<file path="src/vdp_pkg.sv">
// Shared types, codes and constants of the vertex delta pack decoder.
`default_nettype none
package vdp_pkg;

  localparam int MAX_ENTRIES_DEF    = 4096;
  localparam int MAX_COMPONENTS_DEF = 3;
  localparam int CPE_W              = 2;
  localparam int CNT_W              = 13;
  localparam int CFG_W              = 13;
  localparam int CFG_IDX_W          = 2;
  localparam int QUEUE_DEPTH        = 2;
  localparam logic [7:0]  SCALE_LIMIT = 8'd30;
  localparam logic [31:0] BIAS_BYTE   = 32'd127;
  localparam logic [31:0] BIAS_HALF   = 32'd32767;
  localparam logic [31:0] QNAN_BIT    = 32'h0040_0000;
  localparam logic [31:0] DEFAULT_NAN = 32'hFFC0_0000;

  typedef enum logic [CFG_IDX_W-1:0] {
    CFG_CPE      = 2'd0,
    CFG_COUNT    = 2'd1,
    CFG_INT_MODE = 2'd2
  } cfg_reg_t;

  typedef enum logic [1:0] {
    PH_FLAGS  = 2'd0,
    PH_SCALE  = 2'd1,
    PH_VALUES = 2'd2
  } phase_t;

  typedef enum logic [1:0] {
    WC_ZERO = 2'd0,
    WC_BYTE = 2'd1,
    WC_HALF = 2'd2,
    WC_WORD = 2'd3
  } width_code_t;

  typedef struct packed {
    logic       op;
    logic [7:0] data_byte;
  } in_word_t;

  typedef struct packed {
    logic [31:0] value_bits;
    logic [1:0]  component;
    logic [11:0] entry_index;
    logic        last;
    logic        order_error;
  } out_word_t;

  // front to back command
  typedef struct packed {
    logic        err;
    width_code_t code;
    logic [31:0] raw;
    logic [4:0]  shift;
    logic [1:0]  comp;
    logic [11:0] entry;
    logic        last;
  } cmd_t;

endpackage
`default_nettype wire

</file>
<file path="src/vdp_queue.sv">
// Short command queue between the front and the back.
`default_nettype none
module vdp_queue (
  input  wire logic        clk,
  input  wire logic        rst,
  input  wire logic        push,
  input  vdp_pkg::cmd_t    push_cmd,
  output logic             full,
  input  wire logic        pop,
  output vdp_pkg::cmd_t    head,
  output logic             not_empty
);
  localparam int PW = (vdp_pkg::QUEUE_DEPTH > 1) ? $clog2(vdp_pkg::QUEUE_DEPTH) : 1;
  localparam int CW = $clog2(vdp_pkg::QUEUE_DEPTH + 1);

  vdp_pkg::cmd_t slots [vdp_pkg::QUEUE_DEPTH];
  logic [PW-1:0] wr_ptr, rd_ptr;
  logic [CW-1:0] count;

  assign full      = (count == CW'(vdp_pkg::QUEUE_DEPTH));
  assign not_empty = (count != '0);
  assign head      = slots[rd_ptr];

  function automatic logic [PW-1:0] bump(input logic [PW-1:0] p);
    bump = (p == PW'(vdp_pkg::QUEUE_DEPTH - 1)) ? '0 : p + 1'b1;
  endfunction

  always_ff @(posedge clk) begin
    if (push) begin
      slots[wr_ptr] <= push_cmd;
    end
  end

  always_ff @(posedge clk) begin
    if (rst) begin
      wr_ptr <= '0;
      rd_ptr <= '0;
      count  <= '0;
    end else begin
      if (push) wr_ptr <= bump(wr_ptr);
      if (pop) rd_ptr <= bump(rd_ptr);
      if (push && !pop) count <= count + 1'b1;
      else if (pop && !push) count <= count - 1'b1;
    end
  end
endmodule
`default_nettype wire

</file>
<file path="config.mk">
export PLATFORM = sky130hd
export DESIGN_NAME = vdp_queue
export DESIGN_NICKNAME = d
export VERILOG_FILES = /design/src/vdp_pkg.sv /design/src/vdp_queue.sv
export SDC_FILE = /design/constraint.sdc
export NUM_CORES = 1
export LEC_CHECK = 0
export ABC_AREA = 1
export BUFFER_PORTS_ARGS = -buffer_cell sky130_fd_sc_hd__buf_2
export CAP_MARGIN = 20
export CORE_MARGIN = 5
export CORE_UTILIZATION = 36
export CTS_BUF_LIST = sky130_fd_sc_hd__clkbuf_16
export CTS_CLUSTER_DIAMETER = 50
export CTS_CLUSTER_SIZE = 16
export DETAILED_ROUTE_END_ITERATION = 10
export GPL_TIMING_DRIVEN = 0
export HOLD_SLACK_MARGIN = 0.1
export SKIP_CTS_REPAIR_TIMING = 1
export SLEW_MARGIN = 25
export SYNTH_ARGS = -nofsm -noshare
export SYNTH_HDL_FRONTEND = slang
export SYNTH_SLANG_ARGS = --single-unit
</file>
<file path="constraint.sdc">
create_clock -name clk -period 3.9 [get_ports clk]
set_clock_uncertainty 0.15 [all_clocks]
set_input_delay 0.78 -clock clk [delete_from_list [all_inputs] [get_ports clk]]
set_output_delay 0.78 -clock clk [all_outputs]
set_load 0.02 [all_outputs]
</file>
==> flow_summary.json, run 1 <==
{
  "drc_errors": 0,
  "first_global_vias": 2320,
  "ctsHtreeMaxLevel": 4,
  "drt_wl_total_um": 7720,
  "area_growth_pct": 31.2,
  "syn-num-nets": 264,
  "die_h_um": 121,
  "status": "finished, final reports clean",
  "vdd_drop_max_uv": 330,
  "dieArea_sq_um": 14700,
  "finalSetupTns_ps": 0,
  "hold_path_class": "register to register",
  "dp_hpwl_um": 5340,
  "slew_headroom": 0.587,
  "worstReg2RegEnd": "slots[0][15]",
  "endpoint_kind": "output port",
  "grt_overflow_total": 0,
  "intPower_uw": 2460,
  "worstPathCellList": "buf_6 -> buf_12 -> mux2_4 -> buf_2",
  "seq_area_frac_synth": 0.765,
  "antenna_left": 0,
  "clk_latency_ps": 400,
  "hold-path-endpoint": "rd_ptr",
  "power_density_nw_per_um2": 542,
  "power_uw": 3160,
  "synth_cell_types": 16,
  "routed-via-count": 2248,
  "ys_ff_latch": 115,
  "critical_path.max_stage_delay_ps": 320,
  "finalCriticalPeriod_ps": 2500,
  "power_frac_seq": 0.458,
  "seqCellArea_sq_um": 3400,
  "start_util": 0.369,
  "gp_routability_congestion": 0.692,
  "critical_path_class": "register to output port",
  "crit_arrival_ps": 1570,
  "final_area_sq_um": 5840,
  "cts.sinks": 115,
  "die_x_um": 121,
  "grt_start_max_net_pins": 43,
  "grt_use_total": 0.111,
  "tightest_slew_ps": 619,
  "power.leakage_uw": 0.00236,
  "rsz0062_at_grt": "false",
  "crit_slowest_cell": "dfxtp_1",
  "first_iter_violations": 110,
  "finalCritPeriodShare": 0.641,
  "p_switching_uw": 702,
  "ff2ff_setup_slack_ps": 2340,
  "critPathLaunchType": "register",
  "p_comb_frac": 0.127,
  "min-delay-start": "rd_ptr",
  "r2r_cells": 2,
  "first_pass_iters": 5,
  "cts-root-buf": "clkbuf_16",
  "r2r_start": "wr_ptr",
  "cts_buffers": 17,
  "clk_pin_slew_worst_paths_ps": 50,
  "pin_count": 116,
  "placed_cell_area_sq_um": 5330,
  "cp.required_ps": 2970,
  "grt_pass1_wl_um": 11800,
  "yosys_warnings": 0,
  "synthesis.area_sq_um": 4450,
  "clock_path_buffers": 2,
  "diodes": 0,
  "finalHoldViolations": 0,
  "n_fill_cell": 1058,
  "placementRows": 40,
  "wire_per_inst_um": 14.8,
  "syn_area_per_cell_sq_um": 21.8,
  "drv_cap": 0,
  "antenna_found_initial": 1,
  "port_buffers": 115,
  "pwr-share-clk": 0.415,
  "fmax_mhz": 400,
  "switching_share": 0.222,
  "core_sq_um": 12100,
  "fin_nets": 401,
  "min_path_cells": 2,
  "setup_viol": 0,
  "multiInputGateArea_sq_um": 907,
  "cts_tree": "yes",
  "post_route_cells_drive_above_1_share": 0.568,
  "maxSlewViolCount": 0,
  "timing.hold.ws_ps": 374,
  "crit_fanout": 10,
  "synthCells": 204,
  "vias_per_cell": 4.31
}
[cell families (layout without fill, tap and decap cells)]
group                      Yosys count  after routing  share of synthesized area
AOI/OAI and AO/OA                    2              2                    0.00225
xor gates and xnor gates             1              1                    0.00197
adders and majority gates            1              1                    0.00281
buffers and inverters               15            165                     0.0326
DFF                                115            115                      0.765
muxes                               55             55                      0.181
and+or+nand+nor                     15             15                     0.0138
[synthesized netlist by cell type, drive strengths merged]
master / instances / share of area
nand4: 1 / 0.0014
xnor2: 1 / 0.0020
nand2: 6 / 0.0051
buf: 6 / 0.025
nor3: 1 / 0.0011
nor2: 6 / 0.0051
o21ai: 1 / 0.0011
ha: 1 / 0.0028
inv: 9 / 0.0076
mux2: 55 / 0.18
edfxtp: 110 / 0.74
a21oi: 1 / 0.0011
nand3: 1 / 0.0011
dfxtp: 5 / 0.023
[power groups by stage]
stage,Sequential (uW),Combinational (uW),Clock (uW)
2_1_floorplan,1470,272,0
3_3_place_gp,1470,391,0
3_5_place_dp,1470,412,0
4_1_cts,1450,413,1360
5_1_grt,1450,430,1420
6_report,1450,402,1310
[registers in the layout, indices dropped and copies added (netlist names), named ones only]
| register | count |
|---|---|
| rd_ptr | 1 |
| wr_ptr | 1 |
| slots | 110 |
| count | 2 |
[metrics by stage]
stage	std cells	util	setup WS, ps
2_1_floorplan	204	-	152
3_3_place_gp	487	0.434	-1510
3_5_place_dp	490	0.442	1690
4_1_cts	522	0.484	1340
5_1_grt	522	0.484	1320
6_report	522	0.484	1400
[routing by layer]
metal,track usage,part of all wire
met1,0.117,0.40
met2,0.176,0.50
met3,0.0522,0.074
met4,0.0714,0.024
met5,0,0.0013
[cells in the final DEF (no fill, tap or decap)]
cell	count
clkinv_1	9
buf_12	5
edfxtp_1	110
nor2_1	5
inv_1	11
a21oi_1	1
nand3_1	1
nor3_1	1
mux2_4	50
clkbuf_16	17
xnor2_1	1
dfxtp_1	5
nand2_1	6
o21ai_0	1
buf_2	115
buf_16	3
buf_6	1
clkinv_2	2
mux2_2	5
bufinv_16	1
ha_1	1
nor2_4	1
nand4_1	1
inv_4	1
[worst max path at each step]
stage / start / to / slack (ps)
floorplan: push / slots[0][0] / 150
global placement: push / slots[0][19] / -1510
detailed placement: push / slots[0][9] / 1690
CTS: register / head[12] / 1340
global route: register / head[12] / 1320
finish: register / head[12] / 1400
[worst max-delay path: cells and delay by family (launching register included)]
family                 cells  cell delay [ps]
buffers and inverters      3              530
muxes                      1              300
DFF                        1              320
[cell type report]
| type | count | area share |
|---|---|---|
| inverter | 9 | 0.00622 |
| buffer | 6 | 0.0191 |
| clock buffer | 17 | 0.0729 |
| sequential | 115 | 0.583 |
| tap | 168 | 0.0360 |
| timing repair buffer | 118 | 0.113 |
| multi-input combinational | 74 | 0.155 |
| clock inverter | 15 | 0.0146 |
No activity file was read; power rests on OpenSTA's default activity.
==> inputs of run 2 (changes only) <==
ABC_AREA = 0   (was 1)
clock period = 2.1 ns   (was 3.9 ns; I/O delays follow)
==> flow_summary.json, run 2 <==
{
  "worstReg2RegEnd": "slots[1][15]",
  "first_global_vias": 2457,
  "synth_top_area_frac": 0.787,
  "worst_slack_ps": -14.5,
  "grt_overflow_total": 0,
  "finalCritPeriodShare": 1.01,
  "drv_cap": 0,
  "dp_hpwl_um": 5220,
  "n_fill_cell": 940,
  "clock_path_buffers": 2,
  "antenna_left": 0,
  "start_util": 0.368,
  "synth_common_cells": "edfxtp_1 (110), mux2_2 (55), buf_6 (5), dfxtp_1 (5), nor2_1 (4)",
  "post-synth-top-area-cell": "edfxtp_1",
  "die_h_um": 118,
  "endpoint_kind": "output port",
  "async_reset_ff_frac": 0,
  "dieArea_sq_um": 13900,
  "post-route-util": 0.563,
  "cts.sinks": 115,
  "ctsHtreeMaxLevel": 4,
  "synthesis.area_sq_um": 4200,
  "port_buffers": 115,
  "status": "complete, but fails checks",
  "syn-num-nets": 253,
  "power_uw": 6410,
  "grt_use_total": 0.115,
  "critical_path_class": "register to output port",
  "ff2ff_setup_slack_ps": 580,
  "placed_cell_area_sq_um": 5070,
  "place_inst": 455,
  "final_common_cell": "edfxtp_1",
  "antenna_found_initial": 0,
  "grt_pass1_wl_um": 12400,
  "first_iter_violations": 86,
  "synthTopCellsByArea": "edfxtp_1 (79%), mux2_2 (15%), dfxtp_1 (2.4%), buf_6 (1.3%), xnor2_1 (0.42%)",
  "post-synth-top-count-cell": "edfxtp_1",
  "cts-root-buf": "clkbuf_16",
  "hold_path_class": "input pin to register",
  "largest_register_ffs": 110,
  "power_density_nw_per_um2": 997,
  "multiInputGateArea_sq_um": 758,
  "slew_headroom": 0.621,
  "reg_top3": "slots: 110 flops, count: 2 flops",
  "synth_cell_types": 17,
  "finalCriticalPeriod_ps": 2110,
  "critPathLaunchType": "register",
  "largest-register": "slots",
  "yosys_warnings": 0,
  "most-common-layout-cells": "edfxtp_1 (110), buf_2 (102), dlygate4sd3_1 (56)",
  "synthCells": 193,
  "crit_arrival_ps": 1540,
  "grt_start_max_net_pins": 42,
  "clk_latency_ps": 390,
  "fmax_mhz": 473,
  "final_area_sq_um": 6430,
  "diodes": 0,
  "syn_area_per_cell_sq_um": 21.7,
  "r2r_start": "wr_ptr",
  "pin_count": 116,
  "die_x_um": 118,
  "synth_ff_type": "edfxtp_1",
  "first_pass_iters": 4,
  "tightest_slew_ps": 567,
  "core_sq_um": 11400,
  "rsz0062_at_grt": "true",
  "drc_errors": 0,
  "finalHoldViolations": 0,
  "cp.required_ps": 1530,
  "crit_fanout": 10,
  "final_cells": 547,
  "maxSlewViolCount": 0,
  "setup_viol": 9,
  "drt_wl_total_um": 8160,
  "min_path_cells": 3,
  "synth_edf_count": 110,
  "place_ws_ps": 313,
  "placementRows": 39,
  "cts_tree": "yes",
  "routed-via-count": 2423,
  "seqCellArea_sq_um": 3410,
  "vdd_drop_max_uv": 540,
  "clk_pin_slew_worst_paths_ps": 50,
  "r2r_cells": 2,
  "area_growth_pct": 53.2,
  "wire_per_inst_um": 14.9,
  "min-delay-start": "pop",
  "violations": "setup timing",
  "ys_ff_latch": 115,
  "cts_buffers": 17,
  "fin_nets": 451,
  "gp_routability_congestion": 0.693,
  "post_route_cells_drive_above_1_share": 0.542,
  "power.leakage_uw": 0.00248,
  "seq_area_frac_synth": 0.811,
  "vias_per_cell": 4.43
}
run 2: metal layers:
layer	GRT usage	up-vias	share of wire
met5	0	-	0
met4	0.0387	0	0.011
li1	-	1169	-
met2	0.196	78	0.53
met1	0.128	1166	0.40
met3	0.0505	10	0.066
run 2: worst max-delay path by stage:
stage	start	endpoint
after floorplan	push	slots[0][0]
after global routing	register	head[19]
after global placement	push	slots[0][53]
final	register	head[21]
after CTS	register	head[32]
after detailed placement	register	head[9]
run 2: power by group:
group          switching (uW)  leakage [uW]  total (uW)  internal (uW)
sequential               37.0       0.00107        2710           2680
combinational             423       0.00113         875            452
clock                     974      0.000272        2820           1850
run 2: cell type report:
type	count	share of cell area
well taps	143	0.0278
clock buffers	17	0.0662
repair buffers	179	0.213
clock inverters	15	0.0259
multi-input cells	71	0.118
flip-flops and latches	115	0.530
inverters	1	0.000584
plain buffers	6	0.0187
run 2: cell families after synthesis:
logic type | after synthesis | share of synthesized area
AOI/OAI and AO/OA | 2 | 0.00238
xor gates and xnor gates | 4 | 0.00835
adders and majority gates | 1 | 0.00298
buffers and inverters | 7 | 0.0161
DFF | 115 | 0.811
muxes | 55 | 0.148
and+or+nand+nor | 9 | 0.0116
run 2: metrics by stage:
| stage | hold slack (ps) | TNS, ps |
|---|---|---|
| after floorplan | 306 | 0 |
| after global placement | 325 | -36350 |
| after detailed placement | 346 | 0 |
| after CTS | 41.6 | -5340 |
| after global routing | 197 | -2600 |
| final | 171 | -61.3 |
run 2: critical path: stages, from the launching register on:
cell     delay [ps]
dfxtp_4         370
buf_12          140
buf_12          140
mux2_2          340
buf_2           160
