--- config.mk ---
export PLATFORM = sky130hd
export DESIGN_NAME = vdp_back
export DESIGN_NICKNAME = d
export VERILOG_FILES = /design/src/vdp_pkg.sv /design/src/vdp_back.sv
export SDC_FILE = /design/constraint.sdc
export NUM_CORES = 1
export LEC_CHECK = 0
export ABC_AREA = 0
export BUFFER_PORTS_ARGS = -buffer_cell sky130_fd_sc_hd__buf_2
export CAP_MARGIN = 20
export CORE_MARGIN = 2
export CORE_UTILIZATION = 41
export CTS_CLUSTER_SIZE = 20
export DETAILED_ROUTE_END_ITERATION = 12
export PLACE_DENSITY = 0.58
export SYNTH_ARGS = -nofsm -noshare
export SYNTH_HDL_FRONTEND = slang
export SYNTH_SLANG_ARGS = --single-unit
--- constraint.sdc ---
create_clock -name clk -period 10.5 [get_ports clk]
set_input_delay 0.525 -clock clk [delete_from_list [all_inputs] [get_ports clk]]
set_output_delay 0.525 -clock clk [all_outputs]
set_load 0.05 [all_outputs]
--- src/vdp_pkg.sv ---
// Shared types, codes and constants of the vertex delta pack decoder.
`default_nettype none
package vdp_pkg;

  localparam int MAX_ENTRIES_DEF    = 4096;
  localparam int MAX_COMPONENTS_DEF = 3;
  localparam int CPE_W              = 2;
  localparam int CNT_W              = 13;
  localparam int CFG_W              = 13;
  localparam int CFG_IDX_W          = 2;
  localparam int QUEUE_DEPTH        = 2;
  localparam logic [7:0]  SCALE_LIMIT = 8'd30;
  localparam logic [31:0] BIAS_BYTE   = 32'd127;
  localparam logic [31:0] BIAS_HALF   = 32'd32767;
  localparam logic [31:0] QNAN_BIT    = 32'h0040_0000;
  localparam logic [31:0] DEFAULT_NAN = 32'hFFC0_0000;

  typedef enum logic [CFG_IDX_W-1:0] {
    CFG_CPE      = 2'd0,
    CFG_COUNT    = 2'd1,
    CFG_INT_MODE = 2'd2
  } cfg_reg_t;

  typedef enum logic [1:0] {
    PH_FLAGS  = 2'd0,
    PH_SCALE  = 2'd1,
    PH_VALUES = 2'd2
  } phase_t;

  typedef enum logic [1:0] {
    WC_ZERO = 2'd0,
    WC_BYTE = 2'd1,
    WC_HALF = 2'd2,
    WC_WORD = 2'd3
  } width_code_t;

  typedef struct packed {
    logic       op;
    logic [7:0] data_byte;
  } in_word_t;

  typedef struct packed {
    logic [31:0] value_bits;
    logic [1:0]  component;
    logic [11:0] entry_index;
    logic        last;
    logic        order_error;
  } out_word_t;

  // front to back command
  typedef struct packed {
    logic        err;
    width_code_t code;
    logic [31:0] raw;
    logic [4:0]  shift;
    logic [1:0]  comp;
    logic [11:0] entry;
    logic        last;
  } cmd_t;

endpackage
`default_nettype wire

--- src/vdp_back.sv ---
// Back: delta conversion, pipelined float/int accumulation, result register.
`default_nettype none
module vdp_back #(
  parameter int MAX_COMPONENTS = vdp_pkg::MAX_COMPONENTS_DEF
) (
  input  wire logic         clk,
  input  wire logic         rst,
  input  wire logic         int_mode,
  input  wire logic         cmd_valid,
  output logic              cmd_pop,
  input  vdp_pkg::cmd_t     cmd,
  output logic              comp_valid,
  input  wire logic         comp_stall,
  output vdp_pkg::out_word_t comp_word
);
  logic [31:0] acc [MAX_COMPONENTS];

  // stage 0: converted delta
  logic        s0_v, s0_err, s0_last;
  logic [1:0]  s0_comp;
  logic [11:0] s0_entry;
  logic [31:0] s0_fval, s0_idelta;
  // stage 1: aligned operands
  logic        s1_v, s1_err, s1_last, s1_imode, s1_spec, s1_sx, s1_sub;
  logic [1:0]  s1_comp;
  logic [11:0] s1_entry;
  logic [31:0] s1_ires, s1_sbits;
  logic [7:0]  s1_ex;
  logic [26:0] s1_xa, s1_ya;
  // stage 2: raw sum
  logic        s2_v, s2_err, s2_last, s2_imode, s2_spec, s2_sgn;
  logic [1:0]  s2_comp;
  logic [11:0] s2_entry;
  logic [31:0] s2_ires, s2_sbits;
  logic [7:0]  s2_ex;
  logic [27:0] s2_m;
  logic [4:0]  s2_lz;

  logic en, haz, s0_take;

  // ---------------- conversion of the queue head ----------------
  logic [16:0] dv, mag17;
  logic [15:0] mag;
  logic        neg;
  logic [3:0]  msb;
  logic [8:0]  fexp;
  logic [23:0] norm;
  logic [31:0] fconv, fval, idelta;

  always_comb begin
    unique case (cmd.code)
      vdp_pkg::WC_BYTE: dv = {9'b0, cmd.raw[7:0]} - 17'(vdp_pkg::BIAS_BYTE);
      vdp_pkg::WC_HALF: dv = {1'b0, cmd.raw[15:0]} - 17'(vdp_pkg::BIAS_HALF);
      default:          dv = '0;
    endcase
    neg   = dv[16];
    mag17 = neg ? (17'd0 - dv) : dv;
    mag   = mag17[15:0];
    msb   = '0;
    for (int i = 0; i < 16; i++) begin
      if (mag[i]) msb = 4'(i);
    end
    fexp  = 9'd127 + 9'(msb) - 9'(cmd.shift);
    norm  = 24'(mag) << (5'd23 - 5'(msb));
    fconv = (mag == '0) ? 32'd0 : {neg, fexp[7:0], norm[22:0]};
    unique case (cmd.code)
      vdp_pkg::WC_ZERO: begin fval = '0; idelta = '0; end
      vdp_pkg::WC_BYTE: begin fval = fconv; idelta = cmd.raw - vdp_pkg::BIAS_BYTE; end
      vdp_pkg::WC_HALF: begin fval = fconv; idelta = cmd.raw - vdp_pkg::BIAS_HALF; end
      default:          begin fval = cmd.raw; idelta = cmd.raw; end
    endcase
  end

  // ---------------- hazard and flow ----------------
  assign en = !comp_valid || !comp_stall;

  always_comb begin
    haz = 1'b0;
    if (s0_v && !s0_err) begin
      if (s1_v && !s1_err && (s1_comp == s0_comp || s1_last)) haz = 1'b1;
      if (s2_v && !s2_err && (s2_comp == s0_comp || s2_last)) haz = 1'b1;
    end
    s0_take = !s0_v || (en && !haz);
    cmd_pop = s0_take && cmd_valid;
  end

  // ---------------- stage 1 logic: unpack, specials, align ----------------
  logic [31:0] a, bv, x, y;
  logic        a_nan, b_nan, a_inf, b_inf, swap;
  logic [7:0]  exe, eye, d;
  logic [4:0]  sh;
  logic [23:0] sigx, sigy;
  logic [53:0] wide;
  logic [26:0] ya;
  logic        spec;
  logic [31:0] sbits;

  always_comb begin
    a = '0;
    for (int i = 0; i < MAX_COMPONENTS; i++) begin
      if (s0_comp == 2'(i)) a = acc[i];
    end
    bv    = s0_fval;
    a_nan = (a[30:23] == 8'hFF) && (a[22:0] != '0);
    b_nan = (bv[30:23] == 8'hFF) && (bv[22:0] != '0);
    a_inf = (a[30:23] == 8'hFF) && (a[22:0] == '0);
    b_inf = (bv[30:23] == 8'hFF) && (bv[22:0] == '0);
    spec  = 1'b1;
    if (a_nan) sbits = a | vdp_pkg::QNAN_BIT;
    else if (b_nan) sbits = bv | vdp_pkg::QNAN_BIT;
    else if (a_inf && b_inf && (a[31] != bv[31])) sbits = vdp_pkg::DEFAULT_NAN;
    else if (a_inf) sbits = a;
    else if (b_inf) sbits = bv;
    else begin
      spec  = 1'b0;
      sbits = '0;
    end
    swap = (bv[30:0] > a[30:0]);
    x    = swap ? bv : a;
    y    = swap ? a : bv;
    exe  = (x[30:23] == '0) ? 8'd1 : x[30:23];
    eye  = (y[30:23] == '0) ? 8'd1 : y[30:23];
    sigx = {x[30:23] != '0, x[22:0]};
    sigy = {y[30:23] != '0, y[22:0]};
    d    = exe - eye;
    sh   = (d > 8'd27) ? 5'd27 : d[4:0];
    wide = {sigy, 3'b000, 27'b0} >> sh;
    ya   = wide[53:27];
    ya[0] = ya[0] | (|wide[26:0]);
  end

  // ---------------- stage 2 logic: add and leading zeros ----------------
  logic [27:0] sum;
  logic [4:0]  lz;

  always_comb begin
    if (s1_sub) sum = {1'b0, s1_xa} - {1'b0, s1_ya};
    else        sum = {1'b0, s1_xa} + {1'b0, s1_ya};
    lz = 5'd28;
    for (int i = 0; i < 28; i++) begin
      if (sum[i]) lz = 5'(27 - i);
    end
  end

  // ---------------- output stage logic: normalize and round ----------------
  logic [26:0] mn;
  logic [8:0]  e9, efield;
  logic [4:0]  k, k2;
  logic [7:0]  lim;
  logic        up;
  logic [24:0] sr;
  logic [22:0] frac;
  logic [31:0] fres, res;

  always_comb begin
    k   = s2_lz - 5'd1;
    lim = s2_ex - 8'd1;
    k2  = (8'(k) > lim) ? lim[4:0] : k;
    if (s2_m[27]) begin
      mn = s2_m[27:1];
      mn[0] = mn[0] | s2_m[0];
      e9 = 9'(s2_ex) + 9'd1;
    end else begin
      mn = s2_m[26:0] << k2;
      e9 = 9'(s2_ex) - 9'(k2);
    end
    up = mn[2] && (mn[3] || (|mn[1:0]));
    sr = {1'b0, mn[26:3]} + 25'(up);
    if (sr[24]) begin
      efield = e9 + 9'd1;
      frac   = sr[23:1];
    end else begin
      efield = sr[23] ? e9 : 9'd0;
      frac   = sr[22:0];
    end
    if (s2_m == '0) fres = {s2_sgn, 31'b0};
    else if (efield >= 9'd255) fres = {s2_sgn, 8'hFF, 23'b0};
    else fres = {s2_sgn, efield[7:0], frac};
    if (s2_err) res = '0;
    else if (s2_imode) res = s2_ires;
    else if (s2_spec) res = s2_sbits;
    else res = fres;
  end

  // ---------------- registers ----------------
  always_ff @(posedge clk) begin
    if (s0_take) begin
      s0_err    <= cmd.err;
      s0_last   <= cmd.last;
      s0_comp   <= cmd.comp;
      s0_entry  <= cmd.entry;
      s0_fval   <= fval;
      s0_idelta <= idelta;
    end
    if (en) begin
      s1_err   <= s0_err;
      s1_last  <= s0_last;
      s1_comp  <= s0_comp;
      s1_entry <= s0_entry;
      s1_imode <= int_mode;
      s1_ires  <= a + s0_idelta + 32'd1;
      s1_spec  <= spec;
      s1_sbits <= sbits;
      s1_sx    <= x[31];
      s1_sub   <= x[31] ^ y[31];
      s1_ex    <= exe;
      s1_xa    <= {sigx, 3'b000};
      s1_ya    <= ya;
      s2_err   <= s1_err;
      s2_last  <= s1_last;
      s2_comp  <= s1_comp;
      s2_entry <= s1_entry;
      s2_imode <= s1_imode;
      s2_ires  <= s1_ires;
      s2_spec  <= s1_spec;
      s2_sbits <= s1_sbits;
      s2_sgn   <= ((sum == '0) && s1_sub) ? 1'b0 : s1_sx;
      s2_ex    <= s1_ex;
      s2_m     <= sum;
      s2_lz    <= lz;
      comp_word.value_bits  <= res;
      comp_word.component   <= s2_comp;
      comp_word.entry_index <= s2_entry;
      comp_word.last        <= s2_last;
      comp_word.order_error <= s2_err;
    end
  end

  always_ff @(posedge clk) begin
    if (rst) begin
      s0_v       <= 1'b0;
      s1_v       <= 1'b0;
      s2_v       <= 1'b0;
      comp_valid <= 1'b0;
      for (int i = 0; i < MAX_COMPONENTS; i++) acc[i] <= '0;
    end else begin
      if (s0_take) s0_v <= cmd_valid;
      if (en) begin
        s1_v       <= s0_v && !haz;
        s2_v       <= s1_v;
        comp_valid <= s2_v;
        if (s2_v && !s2_err) begin
          for (int i = 0; i < MAX_COMPONENTS; i++) begin
            if (s2_last) acc[i] <= '0;
            else if (s2_comp == 2'(i)) acc[i] <= res;
          end
        end
      end
    end
  end
endmodule
`default_nettype wire

==> impl_metrics.toml <==
[synthesis]
synth_edf_count = 491
synth_ff_type = "edfxtp_1"
synth_cell_type_count = 104
syn_avg_cell_area_um2 = 9.95
yosysTopAreaCell = "edfxtp_1"
synth_top_family_by_area = "compound AO/OA/AOI/OAI gates"
syn_area_mm2 = 0.0331
synth.ff_latch_count = 495
synth_top_cell_area_share_pct = 44.6
synth_xor_area_share_pct = 4.29
ys_seq_area_share_pct = 44.8
synth_compound_area_share_pct = 18.9
synthAdderAreaFrac_pct = 5.80
yosys_warnings = 0
synth_cells = 3323
async_flop_share_pct = 0
syn_nets = 3533
synth.most_common_cell = "edfxtp_1"
synthMuxAreaShare_pct = 5.09
netlist_top_cells_area = "edfxtp_1, ha_1, mux2i_1"
synthTopCellsByCount = "edfxtp_1, nor2_1, nand2_1, a21oi_1, inv_1"
yosys.area_share.simple_pct = 16.3

[clocking]
ctsHoldBuffers = 0
cts_sinks = 495
postCtsSetupRepairBufs = 0
cts_buffers = 53
cts_tree = "built"
post_cts_resized = 0
cts_max_level = 2
clkTransAtPathRegs_ns = 0.06
insertion_delay_ns = 0.64
root_buffer = "clkbuf_16"
clk_path_buf_depth = 3

[timing]
slew_violations = 0
setup_violations = 0
max_freq_mhz = 101
hold_viol_final = 0
worst_slew_pin_slew_ns = 1.07
layout_setup_ws_ns = 0.559
relSlewSlack_pct = 28.3
finalCritPeriodShare_pct = 94.7
clock_skew_ns = 0.0377
grt_setup_unrepaired = "no"
fin_crit_ns = 9.94
tns_ns = 0

[floorplan]
start_util_pct = 41.2
rows = 104
io_pins = 110
die-width_um = 288
dieArea_mm2 = 0.0829
die_h_um = 288
coreArea_mm2 = 0.0802

[setup_path]
worstPathMaxFanout = 82
max_stage_delay_ns = 0.71
cp_data_arrival_time_ns = 10.29
r2r-start = "s0_comp[0]"
crit_slowest_cell = "edfxtp_1"
cp-end-kind = "flip-flop"
required_ns = 10.85
r2r_slack_ns = 0.56
crit_buf_inv = 5
startpoint = "s0_comp[0]"
crit_family = "compound AO/OA/AOI/OAI gates"
cp-start-kind = "flip-flop"
crit_type = "reg2reg"

[placed_design]
postPlaceCellArea_mm2 = 0.0350
port_buffers = 109
place_hpwl_mm = 80.0
pre_cts_ws_ns = 0.805
placed_cells = 4411
place.gp.congestion = 0.985

[global_route]
met2_usage_pct = 40.4
grt_usage_pct = 25.6
grt_remaining_overflow = 0
grt_pass1_vias = 25300
antenna_found_initial = 4
gr-max-usage-layer = "met2"
grt_pass1_wl_mm = 161
grt_start_max_net_pins = 160
grt_use_met3_pct = 4.12
use_met1_pct = 35.8

[route]
first_iter_violations = 2841
drc = 0
dr.pass1.iters = 8
routed_via_density = 5.97
dr_total_vias = 26900
wirelength_mm = 108
ant_nets = 0
routedWlPerCell_um = 24.0

[finish]
final_cells = 4505
syn_to_final_growth_pct = 11.0
num-fill-cells = 7645
final_nets = 3616
final_area_mm2 = 0.0367
drive_above_1_share_pct = 11.8

[job]
maxCapViolations = 0

[outcome]
status = "finished clean"

[hold_path]
hold_class = "in2reg"
hp-start = "cmd[5]"
-- stage by stage --
step	hold slack (ns)	util, %
floorplan	0.400	-
global placement	0.400	43.6
detailed placement	0.405	43.6
CTS	0.0336	45.8
global route	0.0368	45.8
finish	0.0618	45.8
-- placed cells by master (no fill, tap or decap), types with 42 or more instances in the layout --
master and n:
nor4_1 55, nor2_1 297, inv_1 213, nand2_1 276, a21oi_1 225, buf_2 109, edfxtp_1 491, ha_1 145
nand3_1 62, nand4_1 42, xnor2_1 98, clkbuf_16 53, nor3_1 139, xor2_1 62, mux2i_1 114, buf_4 92
a21o_1 56, o21ai_0 140
-- worst reg2reg max path: cells and delay by family (launching register included) --
kind | cells | cell delay, ns
AOI/OAI and AO/OA | 12 | 2.68
xor gates and xnor gates | 1 | 0.20
adders and majority gates | 3 | 0.93
buffers and inverters | 5 | 1.13
DFF | 1 | 0.71
muxes | 4 | 1.67
and+or+nand+nor | 9 | 2.34
-- worst paths after layout --
kind	endpoint	cells past startpoint
worst min register to register	s2_sbits[2]	0
worst max-delay path	s1_ya[0]	34
worst min-delay path	s0_entry[4]	1
worst max register to register	s1_ya[0]	34
-- per-layer routing --
layer  wire length [um]  up-vias
met4               3460        2
met2              49100     1100
met3               8350      211
met5                 13        -
li1                   -    12600
met1              47100    13000
-- logic make-up after synthesis --
group / Yosys count
and+or+nand+nor: 1092
AOI/OAI and AO/OA: 885
DFF: 495
buffers and inverters: 391
xor gates and xnor gates: 161
adders and majority gates: 151
muxes: 148
-- cell type report --
class	instances	area, um^2	share of cell area (%)
flip-flops and latches	495	14800	40.4
multi-input cells	2437	16700	45.6
clock buffers	64	1370	3.73
inverters	215	815	2.22
repair buffers	204	1300	3.53
well taps	1060	1330	3.61
diodes	1	2.50	0.00682
clock inverters	29	340	0.927
-- flip-flops by register name (all words and copies together) (netlist names), 24 cells and up --
signal	flops
acc	96
s0_idelta	32
comp_word	48
s1_sbits	32
s1_ya	27
s2_ires	32
s2_sbits	32
s1_ires	32
bv	32
s2_m	28
s1_xa	24
Power is not shown: default switching activity piles up to over one toggle a cycle in this logic, so the estimate is an artifact.
